`src/rtl/rpcm_pkg.sv`:
```
// Package for the RSN pairwise cipher mask block.
// Holds the walk phase type, the result type and the shared constants.
// No dependencies; every other RTL file imports it.
package rpcm_pkg;

    localparam int MAX_SUITES = 16;
    localparam int BYTE_W     = 8;
    localparam int MASK_W     = 16;
    localparam int TAKEN_W    = $clog2(MAX_SUITES + 1);
    localparam int IN_DATA_W  = 8;
    localparam int OUT_DATA_W = 24;

    localparam logic [BYTE_W-1:0] RESET_TARGET_ID = 8'd48;
    localparam logic [BYTE_W-1:0] COUNT_LO_OFFSET = 8'd8;
    localparam logic [BYTE_W-1:0] COUNT_HI_OFFSET = 8'd9;
    localparam logic [BYTE_W-1:0] FIRST_TYPE_OFFSET = 8'd13;
    localparam logic [BYTE_W-1:0] BODY_START_OFFSET = 8'd2;
    localparam logic [BYTE_W-1:0] OFFSET_MAX = 8'd255;

    typedef enum logic [4:0] {
        PH_ID     = 5'b00001,
        PH_LEN    = 5'b00010,
        PH_SKIP   = 5'b00100,
        PH_TARGET = 5'b01000,
        PH_DONE   = 5'b10000
    } phase_t;

    typedef struct packed {
        logic              element_found;
        logic [MASK_W-1:0] cipher_mask;
    } result_t;

endpackage

```
`src/rtl/rsn_pairwise_cipher_mask.sv`:
```
// Top level of the RSN pairwise cipher mask block.
// Input register, element walker and result register; uses rpcm_pkg and rpcm_walker.
//
// Channel  | Direction | Handshake               | Payload
// s_axis   | in        | s_axis_tvalid/tready    | tdata[7:0] ie_byte, tlast last_byte
// m_axis   | out       | m_axis_tvalid/tready    | tdata[0] element_found, [16:1] cipher_mask
// cfg      | in        | cfg_valid/cfg_ready     | cfg_data[7:0] target_element_id
//
// One item per cycle is accepted unless the last byte stalls; walk state updates per byte.
// The result of a last byte is written into the result register once that register is free.
// Only the last byte of a frame stalls when the result register is still full.
// Reset clears the walk state and sets the target id to 48.
module rsn_pairwise_cipher_mask
    import rpcm_pkg::*;
(
    input  logic                  clk,
    input  logic                  rst_n,
    input  logic                  s_axis_tvalid,
    output logic                  s_axis_tready,
    input  logic [IN_DATA_W-1:0]  s_axis_tdata,   // [7:0] ie_byte
    input  logic                  s_axis_tlast,   // last_byte
    output logic                  m_axis_tvalid,
    input  logic                  m_axis_tready,
    output logic [OUT_DATA_W-1:0] m_axis_tdata,   // [0] element_found, [16:1] cipher_mask
    input  logic                  cfg_valid,
    output logic                  cfg_ready,
    input  logic [BYTE_W-1:0]     cfg_data
);

    logic              in_valid_reg;
    logic [BYTE_W-1:0] in_byte_reg;
    logic              in_last_reg;
    logic [BYTE_W-1:0] target_reg;
    logic              out_valid_reg;
    result_t           out_data_reg;
    result_t           walk_result;
    logic              advance;

    assign advance       = in_valid_reg && (!in_last_reg || !out_valid_reg || m_axis_tready);
    assign s_axis_tready = !in_valid_reg || advance;
    assign cfg_ready     = 1'b1;

    always_ff @(posedge clk or negedge rst_n)
    begin
        if (!rst_n)
        begin
            target_reg <= RESET_TARGET_ID;
        end
        else if (cfg_valid)
        begin
            target_reg <= cfg_data;
        end
    end

    always_ff @(posedge clk or negedge rst_n)
    begin
        if (!rst_n)
        begin
            in_valid_reg <= 1'b0;
        end
        else if (s_axis_tready)
        begin
            in_valid_reg <= s_axis_tvalid;
        end
    end

    always_ff @(posedge clk)
    begin
        if (s_axis_tready && s_axis_tvalid)
        begin
            in_byte_reg <= s_axis_tdata[BYTE_W-1:0];
            in_last_reg <= s_axis_tlast;
        end
    end

    rpcm_walker u_walker (
        .clk       (clk),
        .rst_n     (rst_n),
        .step      (advance),
        .in_byte   (in_byte_reg),
        .in_last   (in_last_reg),
        .target_id (target_reg),
        .result    (walk_result)
    );

    always_ff @(posedge clk or negedge rst_n)
    begin
        if (!rst_n)
        begin
            out_valid_reg <= 1'b0;
        end
        else if (advance && in_last_reg)
        begin
            out_valid_reg <= 1'b1;
        end
        else if (m_axis_tready)
        begin
            out_valid_reg <= 1'b0;
        end
    end

    always_ff @(posedge clk)
    begin
        if (advance && in_last_reg)
        begin
            out_data_reg <= walk_result;
        end
    end

    assign m_axis_tvalid = out_valid_reg;
    assign m_axis_tdata  = {{(OUT_DATA_W - MASK_W - 1){1'b0}},
                            out_data_reg.cipher_mask, out_data_reg.element_found};

    a_mask_needs_found: assert property (@(posedge clk) disable iff (!rst_n)
        out_valid_reg && !out_data_reg.element_found |-> out_data_reg.cipher_mask == '0)
        else $error("Mask set without a found element.");

    a_result_from_last: assert property (@(posedge clk) disable iff (!rst_n)
        $rose(out_valid_reg) |-> $past(in_valid_reg && in_last_reg))
        else $error("Result appeared without a last byte.");

    a_no_accept_when_blocked: assert property (@(posedge clk) disable iff (!rst_n)
        in_valid_reg && !advance |-> !s_axis_tready && out_valid_reg)
        else $error("Item taken while the last byte is blocked.");

endmodule

```
`src/rtl/rpcm_walker.sv`:
```
// Element walker: keeps the parse state of one frame and updates it per byte.
// Produces the frame result combinationally for the byte marked last.
// Depends on rpcm_pkg.
module rpcm_walker
    import rpcm_pkg::*;
(
    input  logic              clk,
    input  logic              rst_n,
    input  logic              step,
    input  logic [BYTE_W-1:0] in_byte,
    input  logic              in_last,
    input  logic [BYTE_W-1:0] target_id,
    output result_t           result
);

    phase_t             phase_reg, phase_next, phase_upd;
    logic [BYTE_W-1:0]  left_reg, left_next, left_upd;
    logic [BYTE_W-1:0]  offset_reg, offset_next, offset_upd;
    logic               found_reg, found_next, found_upd;
    logic [BYTE_W-1:0]  count_reg, count_next, count_upd;
    logic [TAKEN_W-1:0] taken_reg, taken_next, taken_upd;
    logic [MASK_W-1:0]  mask_reg, mask_next, mask_upd;
    logic [BYTE_W-1:0]  cur_id_reg, cur_id_next, cur_id_upd;
    logic [2*BYTE_W-1:0] full_count;
    logic [BYTE_W-1:0]  left_dec;

    assign full_count = {in_byte, count_reg};
    assign left_dec   = left_reg - 8'd1;

    always_comb
    begin
        phase_upd  = phase_reg;
        left_upd   = left_reg;
        offset_upd = offset_reg;
        found_upd  = found_reg;
        count_upd  = count_reg;
        taken_upd  = taken_reg;
        mask_upd   = mask_reg;
        cur_id_upd = cur_id_reg;
        unique case (phase_reg)
            PH_ID:
            begin
                cur_id_upd = in_byte;
                phase_upd  = PH_LEN;
            end
            PH_LEN:
            begin
                if (cur_id_reg == target_id)
                begin
                    if (in_byte == '0 || in_last)
                    begin
                        phase_upd = PH_DONE;
                    end
                    else
                    begin
                        found_upd  = 1'b1;
                        left_upd   = in_byte;
                        offset_upd = BODY_START_OFFSET;
                        phase_upd  = PH_TARGET;
                    end
                end
                else if (in_byte == '0)
                begin
                    phase_upd = PH_ID;
                end
                else
                begin
                    left_upd  = in_byte;
                    phase_upd = PH_SKIP;
                end
            end
            PH_SKIP:
            begin
                left_upd = left_dec;
                if (left_dec == '0)
                begin
                    phase_upd = PH_ID;
                end
            end
            PH_TARGET:
            begin
                if (offset_reg == COUNT_LO_OFFSET)
                begin
                    count_upd = in_byte;
                end
                else if (offset_reg == COUNT_HI_OFFSET)
                begin
                    if (full_count > 16'(MAX_SUITES))
                    begin
                        count_upd = BYTE_W'(MAX_SUITES);
                    end
                end
                else if (offset_reg >= FIRST_TYPE_OFFSET && offset_reg[1:0] == 2'b01)
                begin
                    if (BYTE_W'(taken_reg) < count_reg)
                    begin
                        if (in_byte[7:4] == 4'd0)
                        begin
                            mask_upd = mask_reg | (MASK_W'(1) << in_byte[3:0]);
                        end
                        taken_upd = taken_reg + TAKEN_W'(1);
                    end
                end
                if (offset_reg != OFFSET_MAX)
                begin
                    offset_upd = offset_reg + 8'd1;
                end
                left_upd = left_dec;
                if (left_dec == '0)
                begin
                    phase_upd = PH_DONE;
                end
            end
            PH_DONE:
            begin
                phase_upd = PH_DONE;
            end
            default:
            begin
                phase_upd = PH_ID;
            end
        endcase
    end

    always_comb
    begin
        result.element_found = found_upd;
        result.cipher_mask   = found_upd ? mask_upd : '0;
        if (in_last)
        begin
            phase_next  = PH_ID;
            left_next   = '0;
            offset_next = '0;
            found_next  = 1'b0;
            count_next  = '0;
            taken_next  = '0;
            mask_next   = '0;
            cur_id_next = '0;
        end
        else
        begin
            phase_next  = phase_upd;
            left_next   = left_upd;
            offset_next = offset_upd;
            found_next  = found_upd;
            count_next  = count_upd;
            taken_next  = taken_upd;
            mask_next   = mask_upd;
            cur_id_next = cur_id_upd;
        end
    end

    always_ff @(posedge clk or negedge rst_n)
    begin
        if (!rst_n)
        begin
            phase_reg  <= PH_ID;
            left_reg   <= '0;
            offset_reg <= '0;
            found_reg  <= 1'b0;
            count_reg  <= '0;
            taken_reg  <= '0;
            mask_reg   <= '0;
            cur_id_reg <= '0;
        end
        else if (step)
        begin
            phase_reg  <= phase_next;
            left_reg   <= left_next;
            offset_reg <= offset_next;
            found_reg  <= found_next;
            count_reg  <= count_next;
            taken_reg  <= taken_next;
            mask_reg   <= mask_next;
            cur_id_reg <= cur_id_next;
        end
    end

endmodule
```
`config.mk`:
```
export PLATFORM = sky130hd
export DESIGN_NAME = rsn_pairwise_cipher_mask
export DESIGN_NICKNAME = d
export VERILOG_FILES = /design/src/rtl/rpcm_pkg.sv /design/src/rtl/rsn_pairwise_cipher_mask.sv /design/src/rtl/rpcm_walker.sv
export SDC_FILE = /design/constraint.sdc
export NUM_CORES = 1
export LEC_CHECK = 0
export BUFFER_PORTS_ARGS = -buffer_cell sky130_fd_sc_hd__buf_2
export CAP_MARGIN = 20
export CORE_MARGIN = 2
export CORE_UTILIZATION = 64
export CTS_CLUSTER_SIZE = 24
export DETAILED_ROUTE_END_ITERATION = 16
export PLACE_DENSITY = 0.85
export RECOVER_POWER = 25
export SLEW_MARGIN = 20
export SYNTH_ARGS = -nofsm -noshare
export SYNTH_HDL_FRONTEND = slang
export SYNTH_HIERARCHICAL = 1
export SYNTH_SLANG_ARGS = --single-unit
```
`constraint.sdc`:
```
create_clock -name clk -period 3.64 [get_ports clk]
set_clock_uncertainty 0.05 [all_clocks]
set_input_delay 0.182 -clock clk [delete_from_list [all_inputs] [get_ports clk]]
set_output_delay 0.182 -clock clk [all_outputs]
set_load 0.1 [all_outputs]
```
# --- Word level (Yosys, flattened, before mapping) ---
# Index checks and enable logic that the tools add are counted.
word_totals:
  n_memories: 0
  elab_cells: 115
  romBits: 0
  latchBits: 0
  reg_bits: 95
  ram_bits: 0
classes:
  n_addsub: 3
  reduce_logical: 30
  n_mul: 0
  n_lt_le_gt_ge: 3
  eq_ne: 19
  div_mod_pow: 0
  mux: 43
  n_bitwise: 1
  n_shift: 1
op_table:
  columns: ["operator", "count"]
  rows:
  - ["8-bit two-way mux", 15]
  - ["16-bit two-way mux", 7]
  - ["5-bit two-way mux", 11]
  - ["8-bit one-hot mux with 2 select lines", 2]
  - ["5-bit one-hot mux with 5 select lines", 1]
  - ["8-bit by 4-bit == test with 1-bit output, second input constant", 2]
  - ["16-bit by 5-bit > comparator with 1-bit output, second input constant", 1]
  - ["8-bit zero test", 2]
  - ["16-bit OR", 1]
  - ["1-bit by 4-bit left shift with 16-bit output, first input constant", 1]
  - ["3-bit by 2-bit != test with 1-bit output, second input constant", 4]
  - ["3-bit nonzero test", 4]
  - ["2-bit nonzero test", 5]
  - ["8-bit by 1-bit adder with 8-bit output, second input constant", 1]
  - ["8-bit == test", 1]
  - ["8-bit by 4-bit greater-or-equal comparator with 1-bit output, second input constant", 1]
  - ["5-bit by 8-bit less-than comparator with 1-bit output", 1]
  - ["8-bit != test, second input constant", 1]
  - ["4-bit AND reduction", 2]
  - ["8-bit by 1-bit subtractor with 8-bit output, second input constant", 1]
  - ["1-bit two-way mux", 6]
  - ["6-bit AND reduction", 1]
  - ["5-bit by 1-bit adder with 5-bit output, second input constant", 1]
  - ["5-bit by 1-bit == test with 1-bit output, second input constant", 1]
  - ["18 further kinds", 27]

# --- Depth between registers and ports, before layout ---
logic_depth:
  ltp_word: 9
  ltp_mapped: 9
  ltp_nobuf: 7

# --- Modules after synthesis ---
# The synthesis kept the hierarchy.
modules_own_cells:
  columns: ["mod", "n_inst", "seq_area_each_um2", "area_per_inst_um2", "cells_per_inst"]
  rows:
  - ["rpcm_walker", 1, 1477.7, 3634.7, 405]
  - ["rsn_pairwise_cipher_mask", 1, 1033.5, 1288.7, 63]

# --- Least setup slack after synthesis ---
# No wires, ideal clock.
synth_timing:
  kind: "flip-flop to flip-flop"
  startpoint: "reg out_valid_reg, in the netlist m_axis_tvalid"
  endpoint: "reg in_byte_reg[0], enable pin"
  stages_incl_launch_ff: 3
  path_slack_ns: 0.975
  arrival_time_ns: 2.330
  t_required_ns: 3.305
  setup_ns: 0.285
  period_less_slack_ns: 2.665
  n_path_buf: 0
  path_cell_list: "dfrtp_1 > nand4b_2 > and2_1"
synth_between:
  elab_chain_cells: 6
synth_rtl:
  columns: ["element", "line", "rtl"]
  rows:
  - ["start: declaration", "rsn_pairwise_cipher_mask.sv:34", "logic out_valid_reg;"]
  - ["start signal: assignment", "rsn_pairwise_cipher_mask.sv:90", "out_valid_reg <= 1'b0;"]
  - ["start signal: assignment", "rsn_pairwise_cipher_mask.sv:94", "out_valid_reg <= 1'b1;"]
  - ["start signal: assignment", "rsn_pairwise_cipher_mask.sv:98", "out_valid_reg <= 1'b0;"]
  - ["1-bit zero test", "rsn_pairwise_cipher_mask.sv:39", "assign advance = in_valid_reg && (!in_last_reg || !out_valid_reg || m_axis_tready);"]
  - ["1-bit logical OR (2 in series)", "rsn_pairwise_cipher_mask.sv:39", null]
  - ["1-bit logical AND", "rsn_pairwise_cipher_mask.sv:39", null]
  - ["1-bit logical OR", "rsn_pairwise_cipher_mask.sv:40", "assign s_axis_tready = !in_valid_reg || advance;"]
  - ["named net s_axis_tready", "rsn_pairwise_cipher_mask.sv:19", "output logic s_axis_tready,"]
  - ["1-bit logical AND", "rsn_pairwise_cipher_mask.sv:69", "if (s_axis_tready && s_axis_tvalid)"]
  - ["end signal: assignment", "rsn_pairwise_cipher_mask.sv:71", "in_byte_reg <= s_axis_tdata[BYTE_W-1:0];"]
  - ["end: declaration", "rsn_pairwise_cipher_mask.sv:31", "logic [BYTE_W-1:0] in_byte_reg;"]
# The timed path passes the listed nets, and every way through them passes these cells.
# A chain may end at the register's enable or synchronous reset.

# --- Final worst setup path ---
layout_timing:
  startpoint: "reg u_walker.count_reg[3]"
  endpoint: "reg u_walker.taken_reg[2]"
layout_between:
  elab_chain_cells: 3
layout_rtl:
  columns: ["element", "line", "rtl"]
  rows:
  - ["start: declaration", "rpcm_walker.sv:20", "logic [BYTE_W-1:0] count_reg, count_next, count_upd;"]
  - ["start signal: assignment", "rpcm_walker.sv:172", "count_reg <= count_next;"]
  - ["5-bit by 8-bit less-than comparator with 1-bit output", "rpcm_walker.sv:95", "if (BYTE_W'(taken_reg) < count_reg)"]
  - ["2-bit nonzero test (no source line)", null, null]
  - ["6-bit AND reduction (no source line)", null, null]
  - ["end signal: assignment", "rpcm_walker.sv:173", "taken_reg <= taken_next;"]
  - ["end: declaration", "rpcm_walker.sv:21", "logic [TAKEN_W-1:0] taken_reg, taken_next, taken_upd;"]
# Every way passes these cells.

==> out/qor.tcl <==
set qor(drt-pass1-iter-count) 5
set qor(synthFlopType) {sky130_fd_sc_hd__dfrtp_1}
set qor(start_of_the_worst_register_to_register_path) {u_walker/count_reg[3]}
set qor(cts_max_path_buffers) 2
set qor(post_cts_resized) 0
set qor(worst_hold_path_type) {primary input to flip-flop}
set qor(ir_drop_v) 0.000314
set qor(portBuffers) 40
set qor(status) {complete, but fails checks}
set qor(syn-mean-instance-area_um2) 10.5
set qor(finalWirelength_um) 11600
set qor(internal-power_mw) 1.79
set qor(clock_insertion_delay_worst_skew_ns) 0.37
set qor(cpPeakStageDelay_ns) 0.50
set qor(place.gp.congestion) 0.918
set qor(timing.final.setup_violations) 0
set qor(via_per_inst) 6.35
set qor(stdcell_count) 620
set qor(crit_type) {flip-flop to flip-flop}
set qor(synth_top_area_share_pct) 33.5
set qor(crit_arrival_ns) 2.89
set qor(synth.ff_latch_count) 95
set qor(cts_h_tree_depth) 3
set qor(violations) {max-capacitance violations, max-slew violations}
set qor(rows) 31
set qor(critical_path.slowest_cell) {sky130_fd_sc_hd__a21oi_2}
set qor(sequential_area_share_after_synthesis_pct) 51.0
set qor(post_cts.repair.setup_buffers) 0
set qor(rsz0062_at_grt) {no}
set qor(cts_root_buf) {sky130_fd_sc_hd__clkbuf_8}
set qor(synthesis.yosys.warnings) 6
set qor(mappedNetlistArea_um2) 4920
set qor(fin_area_um2) 5540
set qor(share_of_total_power_in_the_clock_network_pct) 29.9
set qor(instance_count_of_the_mapped_netlist) 468
set qor(clock_buffers_created_by_tritoncts) 9
set qor(post-route-worst-setup-slack_ns) 0.951
set qor(antenna_found_initial) 0
set qor(io_pins) 49
set qor(fp.dieW_um) 91.7
set qor(areaGrowthSynthToFinish_pct) 12.5
set qor(tritoncts) {done}
set qor(finalSetupTns_ns) 0
set qor(placed_cell_area_um2) 5140
set qor(critical_path.endpoint_type) {flip-flop}
set qor(timing.final.max_slew_violations) 33
set qor(worst_setup_hold_path_clk_slew_ns) 0.11
set qor(combinationalPowerShare_pct) 22.2
set qor(number_of_diodes_added_for_antenna_fixing) 0
set qor(cts.sink_count) 95
set qor(p_leak_nw) 2.37
set qor(net_switching_component_of_the_power_uw) 909
set qor(grtUsageTotal_pct) 28.9
set qor(worst-path-max-fanout) 20
set qor(cap_viol_max_count) 1
set qor(post-place-ws_ns) 1.01
set qor(max_slew_margin_pct) -15.3
set qor(fin_hold_ws_ns) 0.0885
set qor(die_height_um) 91.7
set qor(fp.dieArea_um2) 8410
set qor(fmax_ghz) 0.372
set qor(switching_share_pct) 33.7
set qor(pwr_total_mw) 2.70
set qor(layout.core_utilization_pct) 75.1
set qor(most-common-layout-cells) {66 x sky130_fd_sc_hd__dfrtp_1, 56 x sky130_fd_sc_hd__nor2_1, 38 x sky130_fd_sc_hd__buf_2}
set qor(vias_in_the_first_global_route) 3853
set qor(post_route_clock_period_utilization_pct) 73.9
set qor(hold_viol) 0
set qor(drc) 0
set qor(route.antenna.remaining_nets) 0
set qor(timing_worst_slew_pin_value_ns) 1.73
set qor(critical_path.cell_chain) {inv_1 -> ha_1 -> a211oi_1 -> o21ai_0 -> a21oi_2 -> buf_4 -> a31oi_1 -> a2111oi_1}
set qor(critical_path_s_top_delay_family) {compound AO/OA/AOI/OAI gates}
set qor(worst_hold_startpoint) {m_axis_tready}
set qor(power.sequential.fraction_pct) 47.9
set qor(setup.worst_path.start) {u_walker/count_reg[3]}
set qor(grt_max_degree) 40
set qor(detailedPlacementHpwl_um) 7850
set qor(crit_required_ns) 3.84
set qor(critPathBufInv) 2
set qor(synth_area_leader_cell) {sky130_fd_sc_hd__dfrtp_1}
set qor(largest_reg_flops) 17
set qor(start_util_pct) 66.8
set qor(dpl.cell_count) 585
set qor(routed-via-count) 3937
set qor(finalCriticalPeriod_ns) 2.69
set qor(unique_cell_type_count_in_the_yosys_netlist) 68
set qor(synth-edff-count) 26
set qor(cts.hold.buffers_added) 19
set qor(drtIter0Drc) 420
set qor(synthArstFlopShare_pct) 72.6
set qor(grt_overflow) 0
set qor(critPathLaunchType) {flip-flop}
set qor(floorplan.core_area_um2) 7370
set qor(routedWlPerCell_um) 18.7
set qor(grt_first_pass_wirelength_um) 19100
set qor(post_synth_main_area_contributors) {sky130_fd_sc_hd__dfrtp_1 34%, sky130_fd_sc_hd__edfxtp_1 16%, sky130_fd_sc_hd__nor2_1 4.3%}
set qor(power_density_nw_per_um2) 488
set qor(num-nets-final) 548
set qor(layout_commonest_cell) {sky130_fd_sc_hd__dfrtp_1}
set qor(post_route_cells_drive_above_1_share_pct) 15.4
==> final timing paths <==
kind	endpoint	slack [ns]	depth (start not counted)
max in group asynchronous	u_walker/count_reg[6]	1.30	3
min	in_valid_reg	0.09	3
min reg2reg	u_walker/cur_id_reg[7]	0.46	2
min in group asynchronous	u_walker/offset_reg[6]	0.75	2
max	u_walker/taken_reg[2]	0.95	8
max reg2reg	u_walker/taken_reg[2]	0.95	8
==> per-layer routing <==
metal / wire length [µm] / global-route usage [%] / vias to the layer above
li1: - / - / 1803
met1: 4780 / 39.1 / 1887
met2: 5620 / 45.9 / 215
met3: 858 / 5.34 / 32
met4: 323 / 12.7 / 0
met5: 0 / 0 / -
==> worst register-to-register path, cell delays in order (launching register included) <==
cell and delay (ns):
sky130_fd_sc_hd__dfrtp_1 0.41, sky130_fd_sc_hd__inv_1 0.06, sky130_fd_sc_hd__ha_1 0.30, sky130_fd_sc_hd__a211oi_1 0.23, sky130_fd_sc_hd__o21ai_0 0.24, sky130_fd_sc_hd__a21oi_2 0.50, sky130_fd_sc_hd__buf_4 0.33, sky130_fd_sc_hd__a31oi_1 0.13
sky130_fd_sc_hd__a2111oi_1 0.33
==> power by group through the flow <==
stage	Combinational, mW	Clock (mW)	Sequential, mW
2_1_floorplan	0.402	0	1.35
3_3_place_gp	0.559	0	1.30
3_5_place_dp	0.577	0	1.31
4_1_cts	0.598	0.816	1.29
5_1_grt	0.647	0.859	1.31
6_report	0.598	0.807	1.29
==> area by class of cell <==
type / instances / area [µm²]
sequential: 95 / 2510
multi-input combinational: 323 / 2150
fill: 499 / 1830
timing repair buffer: 65 / 429
clock buffer: 9 / 124
tap: 99 / 124
clock inverter: 7 / 113
inverter: 22 / 82.6
==> Yosys cell counts (3+ instances only) <==
master	n
sky130_fd_sc_hd__a31oi_1	25
sky130_fd_sc_hd__or3_1	5
sky130_fd_sc_hd__nor4_1	7
sky130_fd_sc_hd__o311ai_0	3
sky130_fd_sc_hd__nor2b_1	7
sky130_fd_sc_hd__inv_1	20
sky130_fd_sc_hd__nand2b_1	5
sky130_fd_sc_hd__mux2_1	3
sky130_fd_sc_hd__buf_2	6
sky130_fd_sc_hd__o211ai_1	3
sky130_fd_sc_hd__a2bb2oi_1	5
sky130_fd_sc_hd__a21oi_1	16
sky130_fd_sc_hd__dfstp_2	3
sky130_fd_sc_hd__nor2_1	56
sky130_fd_sc_hd__clkbuf_1	13
sky130_fd_sc_hd__nand2_1	31
sky130_fd_sc_hd__o21ai_0	3
sky130_fd_sc_hd__mux2_4	12
sky130_fd_sc_hd__nand4_1	14
sky130_fd_sc_hd__o221ai_1	7
sky130_fd_sc_hd__buf_1	4
sky130_fd_sc_hd__nand3_1	11
sky130_fd_sc_hd__a22o_1	8
sky130_fd_sc_hd__edfxtp_1	26
sky130_fd_sc_hd__o31a_1	3
sky130_fd_sc_hd__nor3b_1	3
sky130_fd_sc_hd__nor3_1	8
sky130_fd_sc_hd__ha_1	10
sky130_fd_sc_hd__buf_4	10
sky130_fd_sc_hd__and2_1	8
sky130_fd_sc_hd__mux2i_1	5
sky130_fd_sc_hd__xor2_1	11
sky130_fd_sc_hd__dfrtp_1	66
sky130_fd_sc_hd__and3_1	6
sky130_fd_sc_hd__o21ai_1	3
==> kinds of logic after synthesis <==
| group | Yosys count | synth area share, % |
|---|---|---|
| and+or+nand+nor | 173 | 17.9 |
| AOI/OAI and AO/OA | 101 | 15.7 |
| DFF | 95 | 51.0 |
| buffers and inverters | 56 | 5.34 |
| muxes | 20 | 5.36 |
| xor gates and xnor gates | 11 | 1.96 |
| adders and majority gates | 10 | 2.54 |
| other | 2 | 0.153 |
Note: power is estimated with default switching activity, not from simulation.
